`src/design/aie_pkg.sv`:
```
// shared types, widths and constants of the arithmetic interval encoder
package aie_pkg;

    localparam int SYM_W  = 8;
    localparam int PROB_W = 17;
    localparam int IVL_W  = 33;
    localparam int IDX_W  = 5;
    localparam int CFG_W  = 6;
    localparam int PROD_W = 34;
    localparam int OFF_W  = 35;

    localparam logic [PROB_W-1:0] ONE_Q16 = 17'h1_0000;
    localparam logic [IVL_W-1:0]  ONE_Q32 = 33'h1_0000_0000;
    localparam logic [CFG_W-1:0]  TABLE_SIZE_RST = 6'd1;

    localparam logic FUNC_LOAD   = 1'b0;
    localparam logic FUNC_ENCODE = 1'b1;

    typedef struct packed {
        logic [SYM_W-1:0]  code;
        logic [PROB_W-1:0] p_lo;
        logic [PROB_W-1:0] p_hi;
    } t_entry;

    typedef struct packed {
        logic             en;
        logic [IDX_W-1:0] index;
        t_entry           data;
    } t_tbl_wr;

    typedef struct packed {
        logic              start;
        logic [IVL_W-1:0]  range;
        logic [PROB_W-1:0] p_lo;
        logic [PROB_W-1:0] p_hi;
    } t_mac_req;

    typedef struct packed {
        logic             done;
        logic [OFF_W-1:0] off_hi;
        logic [OFF_W-1:0] off_lo;
    } t_mac_rsp;

    typedef enum logic [1:0] {
        S_IDLE,
        S_SCAN,
        S_MUL,
        S_EMIT
    } t_state;

    function automatic logic [PROB_W-1:0] sat_q16(input logic [PROB_W-1:0] v);
        return (v > ONE_Q16) ? ONE_Q16 : v;
    endfunction

endpackage

```
`src/design/aie_in_if.sv`:
```
// input word channel: load or encode item
interface aie_in_if;
    import aie_pkg::*;

    logic              valid;
    logic              ready;
    logic              func;
    logic [IDX_W-1:0]  entry_index;
    logic [SYM_W-1:0]  symbol;
    logic [PROB_W-1:0] prob_low;
    logic [PROB_W-1:0] prob_high;
    logic              last_symbol;

    modport source (
        output valid, func, entry_index, symbol, prob_low, prob_high, last_symbol,
        input  ready
    );

    modport sink (
        input  valid, func, entry_index, symbol, prob_low, prob_high, last_symbol,
        output ready
    );
endinterface

```
`src/design/aie_out_if.sv`:
```
// output word channel: encoded tag
interface aie_out_if;
    import aie_pkg::*;

    logic             valid;
    logic             ready;
    logic [IVL_W-1:0] tag;

    modport source (
        output valid, tag,
        input  ready
    );

    modport sink (
        input  valid, tag,
        output ready
    );
endinterface

```
`src/design/aie_table.sv`:
```
// symbol table memory, one write port and one registered read port
module aie_table #(
    parameter  int DEPTH = 32,
    localparam int AW    = $clog2(DEPTH)
) (
    input  logic             i_clk,
    input  aie_pkg::t_tbl_wr i_wr,
    input  logic [AW-1:0]    i_rd_addr,
    output aie_pkg::t_entry  o_rd_data
);
    import aie_pkg::*;

    t_entry r_mem [DEPTH];
    t_entry r_rd_data;
    t_entry wr_entry;

    always_comb begin
        wr_entry      = i_wr.data;
        wr_entry.p_lo = sat_q16(i_wr.data.p_lo);
        wr_entry.p_hi = sat_q16(i_wr.data.p_hi);
    end

    always_ff @(posedge i_clk) begin
        if (i_wr.en && (32'(i_wr.index) < DEPTH)) begin
            r_mem[AW'(i_wr.index)] <= wr_entry;
        end
        r_rd_data <= r_mem[i_rd_addr];
    end

    assign o_rd_data = r_rd_data;

endmodule

```
`src/design/aie_mac.sv`:
```
// shared 17x17 multiplier that forms both scaled interval offsets in four passes
module aie_mac (
    input  logic              i_clk,
    input  logic              i_rst_n,
    input  aie_pkg::t_mac_req i_req,
    output aie_pkg::t_mac_rsp o_rsp
);
    import aie_pkg::*;

    localparam logic [2:0] LAST_STEP = 3'd4;

    logic              r_busy;
    logic              r_done;
    logic [2:0]        r_step;
    logic [2:0]        acc_step;
    logic [IVL_W-1:0]  r_range;
    logic [PROB_W-1:0] r_plo;
    logic [PROB_W-1:0] r_phi;
    logic [PROD_W-1:0] r_prod;
    logic [OFF_W-1:0]  r_acc_hi;
    logic [OFF_W-1:0]  r_acc_lo;
    logic [PROB_W-1:0] mul_a;
    logic [PROB_W-1:0] mul_b;
    logic [OFF_W-1:0]  term;

    // step bit 0 picks the range half, bit 1 picks the bound
    always_comb begin
        mul_a    = r_step[0] ? {1'b0, r_range[15:0]} : r_range[IVL_W-1:16];
        mul_b    = r_step[1] ? r_plo : r_phi;
        acc_step = r_step - 3'd1;
        term     = acc_step[0] ? OFF_W'(r_prod[PROD_W-1:16]) : OFF_W'(r_prod);
    end

    always_ff @(posedge i_clk) begin
        if (!i_rst_n) begin
            r_busy <= 1'b0;
            r_done <= 1'b0;
            r_step <= '0;
        end else begin
            r_done <= 1'b0;
            if (i_req.start) begin
                r_busy   <= 1'b1;
                r_step   <= '0;
                r_range  <= i_req.range;
                r_plo    <= i_req.p_lo;
                r_phi    <= i_req.p_hi;
                r_acc_hi <= '0;
                r_acc_lo <= '0;
            end else if (r_busy) begin
                if (r_step != LAST_STEP) begin
                    r_prod <= mul_a * mul_b;
                end
                if (r_step != 3'd0) begin
                    if (acc_step[1]) begin
                        r_acc_lo <= r_acc_lo + term;
                    end else begin
                        r_acc_hi <= r_acc_hi + term;
                    end
                end
                if (r_step == LAST_STEP) begin
                    r_busy <= 1'b0;
                    r_done <= 1'b1;
                end else begin
                    r_step <= r_step + 3'd1;
                end
            end
        end
    end

    assign o_rsp.done   = r_done;
    assign o_rsp.off_hi = r_acc_hi;
    assign o_rsp.off_lo = r_acc_lo;

endmodule

```
`src/design/arithmetic_interval_encoder_core.sv`:
```
// arithmetic interval encoder core: table scan, interval update and tag output
// a load word only writes the table; an encode word's time is set by a table scan of up to
// L = max(1, min(table_size, TABLE_DEPTH)) entries at one read per cycle and by
// four passes through the multiplier, plus any wait while an earlier tag is still held
// one word is worked on at a time; a new word is taken while a tag waits at the output
// synchronous active-low reset: interval [0, 1], table_size 1, table contents undefined
module arithmetic_interval_encoder_core #(
    parameter int TABLE_DEPTH = 32
) (
    input  logic                      i_clk,
    input  logic                      i_rst_n,
    aie_in_if.sink                    i_in,
    aie_out_if.source                 o_out,
    input  logic                      i_cfg_we,
    input  logic [aie_pkg::CFG_W-1:0] i_cfg_wdata
);
    import aie_pkg::*;

    localparam int AW = $clog2(TABLE_DEPTH);
    localparam int CW = $clog2(TABLE_DEPTH + 1);

    t_state            r_state;
    t_state            n_state;
    logic [CFG_W-1:0]  r_table_size;
    logic [IVL_W-1:0]  r_low;
    logic [IVL_W-1:0]  r_high;
    logic [IVL_W-1:0]  r_range;
    logic [SYM_W-1:0]  r_sym;
    logic              r_last;
    logic [CW-1:0]     r_limit;
    logic [CW-1:0]     r_addr;
    logic              r_pend;
    logic              r_first;
    logic              r_mac_go;
    t_entry            r_sel;
    logic              r_out_valid;
    logic [IVL_W-1:0]  r_tag;

    t_tbl_wr           tbl_wr;
    t_entry            rd_data;
    t_mac_req          mac_req;
    t_mac_rsp          mac_rsp;
    logic              in_ready;
    logic              in_acc;
    logic              hit;
    logic              issue;
    logic              out_free;
    logic              emit;
    int                limit_raw;
    logic [IVL_W:0]    tag_sum;

    aie_table #(
        .DEPTH (TABLE_DEPTH)
    ) u_table (
        .i_clk     (i_clk),
        .i_wr      (tbl_wr),
        .i_rd_addr (r_addr[AW-1:0]),
        .o_rd_data (rd_data)
    );

    aie_mac u_mac (
        .i_clk   (i_clk),
        .i_rst_n (i_rst_n),
        .i_req   (mac_req),
        .o_rsp   (mac_rsp)
    );

    always_comb begin
        limit_raw = (32'(r_table_size) > TABLE_DEPTH) ? TABLE_DEPTH : 32'(r_table_size);
        if (limit_raw == 0) begin
            limit_raw = 1;
        end
        hit      = (r_state == S_SCAN) && r_pend && (rd_data.code == r_sym);
        issue    = !hit && (r_addr != r_limit);
        out_free = !r_out_valid || o_out.ready;
        tag_sum  = {1'b0, r_low} + {1'b0, r_high};
    end

    // next state
    always_comb begin
        n_state = r_state;
        unique case (r_state)
            S_IDLE: begin
                if (in_acc && (i_in.func == FUNC_ENCODE)) begin
                    n_state = S_SCAN;
                end
            end
            S_SCAN: begin
                if (hit || (r_addr == r_limit)) begin
                    n_state = S_MUL;
                end
            end
            S_MUL: begin
                if (mac_rsp.done) begin
                    n_state = r_last ? S_EMIT : S_IDLE;
                end
            end
            S_EMIT: begin
                if (out_free) begin
                    n_state = S_IDLE;
                end
            end
            default: n_state = S_IDLE;
        endcase
    end

    // outputs
    always_comb begin
        in_ready           = 1'b0;
        emit               = 1'b0;
        unique case (r_state)
            S_IDLE:  in_ready = 1'b1;
            S_SCAN:  in_ready = 1'b0;
            S_MUL:   in_ready = 1'b0;
            S_EMIT:  emit     = out_free;
            default: in_ready = 1'b0;
        endcase
        in_acc             = i_in.valid && in_ready;
        tbl_wr.en          = in_acc && (i_in.func == FUNC_LOAD);
        tbl_wr.index       = i_in.entry_index;
        tbl_wr.data.code   = i_in.symbol;
        tbl_wr.data.p_lo   = i_in.prob_low;
        tbl_wr.data.p_hi   = i_in.prob_high;
        mac_req.start      = r_mac_go;
        mac_req.range      = r_range;
        mac_req.p_lo       = r_sel.p_lo;
        mac_req.p_hi       = r_sel.p_hi;
    end

    assign i_in.ready  = in_ready;
    assign o_out.valid = r_out_valid;
    assign o_out.tag   = r_tag;

    always_ff @(posedge i_clk) begin
        if (!i_rst_n) begin
            r_state      <= S_IDLE;
            r_table_size <= TABLE_SIZE_RST;
            r_low        <= '0;
            r_high       <= ONE_Q32;
            r_pend       <= 1'b0;
            r_first      <= 1'b0;
            r_mac_go     <= 1'b0;
            r_out_valid  <= 1'b0;
            r_addr       <= '0;
        end else begin
            r_state  <= n_state;
            r_mac_go <= (r_state == S_SCAN) && !issue;
            if (i_cfg_we) begin
                r_table_size <= i_cfg_wdata;
            end
            if (emit) begin
                r_out_valid <= 1'b1;
            end else if (o_out.ready) begin
                r_out_valid <= 1'b0;
            end
            unique case (r_state)
                S_IDLE: begin
                    if (in_acc && (i_in.func == FUNC_ENCODE)) begin
                        r_sym   <= i_in.symbol;
                        r_last  <= i_in.last_symbol;
                        r_limit <= CW'(limit_raw);
                        r_addr  <= '0;
                        r_pend  <= 1'b0;
                        r_range <= (r_high >= r_low) ? (r_high - r_low) : '0;
                    end
                end
                S_SCAN: begin
                    if (hit || (r_pend && r_first)) begin
                        r_sel <= rd_data;
                    end
                    r_pend  <= issue;
                    r_first <= (r_addr == '0);
                    if (issue) begin
                        r_addr <= r_addr + CW'(1);
                    end
                end
                S_MUL: begin
                    if (mac_rsp.done) begin
                        r_high <= IVL_W'({2'b00, r_low} + mac_rsp.off_hi);
                        r_low  <= IVL_W'({2'b00, r_low} + mac_rsp.off_lo);
                    end
                end
                S_EMIT: begin
                    if (emit) begin
                        r_tag       <= tag_sum[IVL_W:1];
                        r_low       <= '0;
                        r_high      <= ONE_Q32;
                    end
                end
                default: r_pend <= 1'b0;
            endcase
        end
    end

    a_interval_reset: assert property (@(posedge i_clk) disable iff (!i_rst_n)
        emit |=> (r_low == '0) && (r_high == ONE_Q32) && r_out_valid)
        else $error("interval not reset after tag");

    a_scan_bound: assert property (@(posedge i_clk) disable iff (!i_rst_n)
        (r_state == S_SCAN) |-> (r_addr <= r_limit))
        else $error("table scan ran past limit");

    a_mac_done_in_mul: assert property (@(posedge i_clk) disable iff (!i_rst_n)
        mac_rsp.done |-> (r_state == S_MUL))
        else $error("multiplier finished outside update phase");

    a_no_write_in_scan: assert property (@(posedge i_clk) disable iff (!i_rst_n)
        (r_state == S_SCAN) |-> !tbl_wr.en)
        else $error("table written during scan");

endmodule
```
`src/flat_wrapper.sv`:
```
// flat-port wrapper written by rule: the top's interface ports become plain ports
module arithmetic_interval_encoder_core_flat import aie_pkg::*;
#(
    parameter int TABLE_DEPTH = 32
)
  (i_clk, i_rst_n, i_cfg_we, i_cfg_wdata, i_in_valid, i_in_func, i_in_entry_index, i_in_symbol, i_in_prob_low, i_in_prob_high, i_in_last_symbol, i_in_ready, o_out_valid, o_out_tag, o_out_ready);
  aie_in_if i_in_i ();
  aie_out_if o_out_i ();
  input  logic i_clk;
  input  logic i_rst_n;
  input  logic i_cfg_we;
  input  logic [aie_pkg::CFG_W-1:0] i_cfg_wdata;
  input wire logic [$bits(i_in_i.valid)-1:0] i_in_valid;
  input wire logic [$bits(i_in_i.func)-1:0] i_in_func;
  input wire logic [$bits(i_in_i.entry_index)-1:0] i_in_entry_index;
  input wire logic [$bits(i_in_i.symbol)-1:0] i_in_symbol;
  input wire logic [$bits(i_in_i.prob_low)-1:0] i_in_prob_low;
  input wire logic [$bits(i_in_i.prob_high)-1:0] i_in_prob_high;
  input wire logic [$bits(i_in_i.last_symbol)-1:0] i_in_last_symbol;
  output wire logic [$bits(i_in_i.ready)-1:0] i_in_ready;
  output wire logic [$bits(o_out_i.valid)-1:0] o_out_valid;
  output wire logic [$bits(o_out_i.tag)-1:0] o_out_tag;
  input wire logic [$bits(o_out_i.ready)-1:0] o_out_ready;
  assign i_in_i.valid = i_in_valid;
  assign i_in_i.func = i_in_func;
  assign i_in_i.entry_index = i_in_entry_index;
  assign i_in_i.symbol = i_in_symbol;
  assign i_in_i.prob_low = i_in_prob_low;
  assign i_in_i.prob_high = i_in_prob_high;
  assign i_in_i.last_symbol = i_in_last_symbol;
  assign i_in_ready = i_in_i.ready;
  assign o_out_valid = o_out_i.valid;
  assign o_out_tag = o_out_i.tag;
  assign o_out_i.ready = o_out_ready;
  arithmetic_interval_encoder_core #(.TABLE_DEPTH(TABLE_DEPTH)) u_core (.i_clk(i_clk), .i_rst_n(i_rst_n), .i_in(i_in_i), .o_out(o_out_i), .i_cfg_we(i_cfg_we), .i_cfg_wdata(i_cfg_wdata));
endmodule
```
`config.mk`:
```
export PLATFORM = sky130hd
export DESIGN_NAME = arithmetic_interval_encoder_core_flat
export DESIGN_NICKNAME = d
export VERILOG_FILES = /design/src/design/aie_pkg.sv /design/src/design/aie_in_if.sv /design/src/design/aie_out_if.sv /design/src/design/aie_table.sv /design/src/design/aie_mac.sv /design/src/design/arithmetic_interval_encoder_core.sv /design/src/flat_wrapper.sv
export SDC_FILE = /design/constraint.sdc
export NUM_CORES = 2
export LEC_CHECK = 0
export BUFFER_PORTS_ARGS = -buffer_cell sky130_fd_sc_hd__buf_4
export CAP_MARGIN = 20
export CORE_MARGIN = 3
export CORE_UTILIZATION = 45
export DETAILED_ROUTE_END_ITERATION = 12
export GPL_ROUTABILITY_DRIVEN = 0
export PLACE_DENSITY = 0.57
export SLEW_MARGIN = 20
export SYNTH_ARGS = -nofsm -noshare
export SYNTH_HDL_FRONTEND = slang
export SYNTH_SLANG_ARGS = --single-unit
```
`constraint.sdc`:
```
create_clock -name i_clk -period 10.3 [get_ports i_clk]
set_clock_uncertainty 0.15 [all_clocks]
set_input_delay 0.515 -clock i_clk [delete_from_list [all_inputs] [get_ports i_clk]]
set_output_delay 0.515 -clock i_clk [all_outputs]
set_load 0.01 [all_outputs]
```
==> results.py <==
metrics = {
    "drt": {
        "wl_met3_um": 10330,
        "drc": 0,
        "highest_layer": "met4",
        "via_per_inst": 5.665,
        "wirelength_um": 217500,
        "wl_met2_um": 110900,
        "vias": 46199,
        "drtPass1Iterations": 5,
        "antenna_left": 0,
        "routedWlPerCell_um": 26.67,
        "wl_met1_um": 90770,
        "drt_iter0_drc": 4178,
    },
    "worst_setup_path": {
        "critPathCaptureType": "register",
        "cpMostUsedCell": "fa_1",
        "cp.required_ns": 10.67,
        "worst_r2r_path_depth": 22,
        "r2r-end": "u_core.u_mac.r_prod[29]",
        "r2r_slack_ns": 2.65,
        "crit_arrival_ns": 8.03,
        "crit_path_max_incr_delay_ns": 0.79,
        "start_kind": "register",
        "rr_startpoint": "u_core.u_mac.r_step[0]",
        "crit_chain": "mux2i_1, nor2_1, fa_1, inv_1, fa_1, fa_1, fa_1, inv_1, fa_1, inv_1, fa_1, inv_1, ha_1, o21a_1, o211ai_1, and2_1, a211oi_1, a31oi_1, nand3b_1, nand2b_1, a21boi_1, xnor2_1",
        "cp_slowest_cell": "mux2i_1",
        "startpoint": "u_core.u_mac.r_step[0]",
        "crit_type": "register to register",
        "endpoint": "u_core.u_mac.r_prod[29]",
        "critPathMaxFanout": 23,
    },
    "finish": {
        "fin_nets": 6114,
        "area_delta_synth_final_pct": 12.18,
        "drive_gt1_share_pct": 19.10,
        "fin_util_pct": 50.88,
        "post-route-cell-area_um2": 94460,
        "antennaDiodeCount": 0,
        "fillCellCount": 15343,
    },
    "timing": {
        "setup_ws_ns": 2.645,
        "drv_slew": 0,
        "min_period_over_period_pct": 74.32,
        "hold-worst-slack_ns": 0.08813,
        "fmax_mhz": 130.6,
        "fin_crit_ns": 7.655,
        "rsz0062_at_grt": "false",
        "fin_setup_tns_ns": 0,
        "final_hold_viol_count": 0,
        "finalSetupViolations": 0,
        "slew_headroom_pct": 26.62,
        "worst_slew_pin_slew_ns": 1.098,
    },
    "clock_tree": {
        "cts_made_buffers": 181,
        "cts_num_sinks": 1757,
        "root_buffer": "clkbuf_16",
        "postCtsResizedCells": 0,
        "cts_tree": "done",
        "cts_setup_buffers": 0,
        "clk_latency_ns": 0.82,
        "clk_pin_slew_worst_paths_ns": 0.06,
        "ctsHtreeMaxLevel": 4,
        "clock_path_buffers": 3,
    },
    "yosys": {
        "synth_mux_area_share_pct": 13.01,
        "ys_async_sr_fraction_pct": 0,
        "synth_top_family_by_area": "multiplexers",
        "synth_fa_ha_area_share_pct": 10.02,
        "yosysUniqueCellTypes": 104,
        "ys_seq_area_share_pct": 61.10,
        "syn_area_per_cell_um2": 15.80,
        "synth_flop_cell": "edfxtp_1",
        "synth_fp_nets": 5925,
        "synthXorXnorAreaFrac_pct": 2.205,
        "ys_warn_count": 0,
        "ys_seq_elements": 1757,
        "synth_simple_gate_area_share_pct": 5.679,
        "synth_edf_count": 1626,
        "syn_area_um2": 84200,
        "synthCells": 5329,
        "synth-compound-area-share_pct": 5.250,
    },
    "global_route": {
        "grt-ovfl-total": 0,
        "grt.total_usage_pct": 22.75,
        "antenna_found_initial": 6,
        "grt_pass1_wl_um": 319400,
        "grt_pass1_vias": 46777,
        "grt_start_max_net_pins": 130,
    },
    "power": {
        "ir_worst_vdd_mv": 0.1331,
        "p_per_area_nw_per_um2": 154.5,
        "p_leak_nw": 32.96,
    },
    "flow_run": {
        "drv_cap": 0,
    },
    "placement": {
        "place_ws_ns": 2.752,
        "portBuffers": 94,
        "placed_area_um2": 88260,
        "hpwl_um": 135200,
    },
    "floorplan": {
        "fp.coreArea_um2": 185600,
        "die-height_um": 438.6,
        "die-area_um2": 192300,
        "die-width_um": 438.6,
        "num_io_pins": 95,
        "rows": 158,
        "start_util_pct": 45.36,
    },
    "worst_hold_path": {
        "hp-class": "input pin to register",
    },
    "status": {
        "status": "finished clean",
    },
}
-- where the power goes --
group | total, mW | internal, mW | switching, mW
clock | 6.43 | 3.67 | 2.76
combinational | 0.349 | 0.141 | 0.208
sequential | 7.82 | 7.81 | 0.0151
total | 14.6 | 11.6 | 2.98
-- flip-flops by register name, indices dropped and copies added (netlist names), 33 cells and up --
| register | cells |
|---|---|
| u_core.u_table.r_mem | 1344 |
| u_core.r_high | 33 |
| u_core.mac_req | 34 |
| u_core.u_mac.r_acc_lo | 33 |
| u_core.r_low | 33 |
| u_core.r_range | 33 |
| u_core.u_mac.r_prod | 34 |
| u_core.o_out.tag | 33 |
| u_core.u_mac.r_range | 33 |
| u_core.u_mac.r_acc_hi | 33 |
| u_core.u_table.o_rd_data | 42 |
-- worst max-delay path: cells and delay by family, from the launching register on --
family | cells | cell delay (ns)
simple gates | 4 | 0.76
buf+inv | 4 | 0.19
xor+xnor | 1 | 0.14
fa+ha+maj | 7 | 3.29
compound gates | 5 | 1.28
mux | 1 | 0.79
flops | 1 | 0.76
-- cells by family after synthesis --
kind of cell,count (synthesis)
multiplexers,558
flip-flops,1757
AO/OA/AOI/OAI,648
buffers and inverters,593
adder cells (fa/ha/maj),536
AND/OR/NAND/NOR,1025
XOR/XNOR,212
-- synthesized netlist by cell type, drive strengths merged (7+ instances only) --
cell type	n	area (um2)
nand2b	33	206.5
dfxtp	131	2623
xnor2	136	1191
o211ai	11	87.58
nor4	17	112.6
and2	38	237.7
a2111oi	8	133.9
nand2	267	1002
fa	230	4604
o21ai	115	598.1
a22oi	36	275.3
nand3	37	185.2
nor2	387	1455
o21a	33	247.7
a21boi	15	116.4
a211oi	15	127.6
inv	382	1434
nand4	27	168.9
mux2	93	1047
a21o	79	596.8
ha	306	3829
or3	15	95.09
o21bai	34	255.2
a21oi	182	925.9
clkbuf	150	575.6
xor2	76	665.6
edfxtp	1626	48830
nand3b	7	52.55
o31ai	20	160.2
buf	59	281.5
mux4	420	9459
o22ai	17	138.9
a31oi	22	152.7
nor3	30	166.4
and3	22	138.9
mux2i	45	450.4
nor2b	114	713.2
-- how the worst min path moves through the flow --
stage	start	to	slack, ns	cells past startpoint
floorplan	u_core.u_table.o_rd_data[0]	u_core.mac_req[0]	0.24	0
detailed placement	u_core.u_table.o_rd_data[8]	u_core.mac_req[8]	0.24	0
global route	i_in_prob_high[9]	u_core.u_table.r_mem[5][9]	0.05	2
CTS	i_rst_n	u_core.r_table_size[0]	0.01	2
finish	i_in_prob_low[12]	u_core.u_table.r_mem[21][29]	0.09	2
global placement	u_core.u_table.o_rd_data[9]	u_core.mac_req[9]	0.24	0
-- cells in the final DEF (no fill, tap or decap), types with 34 or more instances in the layout --
cell type,count
a21o_1,76
a21oi_1,177
a22oi_1,35
and2_1,36
buf_4,188
clkbuf_1,57
clkbuf_16,182
dfxtp_1,123
edfxtp_1,1626
fa_1,230
ha_1,306
inv_1,381
mux2_2,93
mux2i_1,45
mux4_2,420
nand2_1,267
nand3_1,37
nor2_1,353
nor2b_1,94
o21ai_0,96
o21bai_1,34
xnor2_1,136
xor2_1,76
-- routing by layer --
metal	vias up	GRT usage, %
met5	-	0
met4	0	6.022
met3	269	2.986
met2	1245	39.25
met1	24155	30.49
li1	20530	-
-- timing repair --
| item | CTS | global route |
|---|---|---|
| endpoints found under the hold margin | 338 | 0 |
| hold buffers | 26 | 0 |
| setup endpoints to repair | 0 | 0 |
-- stage by stage --
stage / power [mW] / instances
3_3_place_gp: 8.306 / 7789
5_1_grt: 15.05 / 8155
6_report: 14.60 / 8155
4_1_cts: 14.74 / 8155
3_5_place_dp: 8.314 / 7789
2_1_floorplan: 8.177 / 5329
-- area by class of cell --
type / count / area [um2] / share of cell area (%)
clock buffer: 254 / 4975 / 5.267
clock inverter: 86 / 893.4 / 0.9458
inverter: 383 / 1438 / 1.522
multi-input combinational: 2979 / 30860 / 32.68
sequential: 1757 / 51470 / 54.49
tap: 2480 / 3103 / 3.285
timing repair buffer: 216 / 1712 / 1.812
Note: power is estimated with default switching activity, not from simulation.
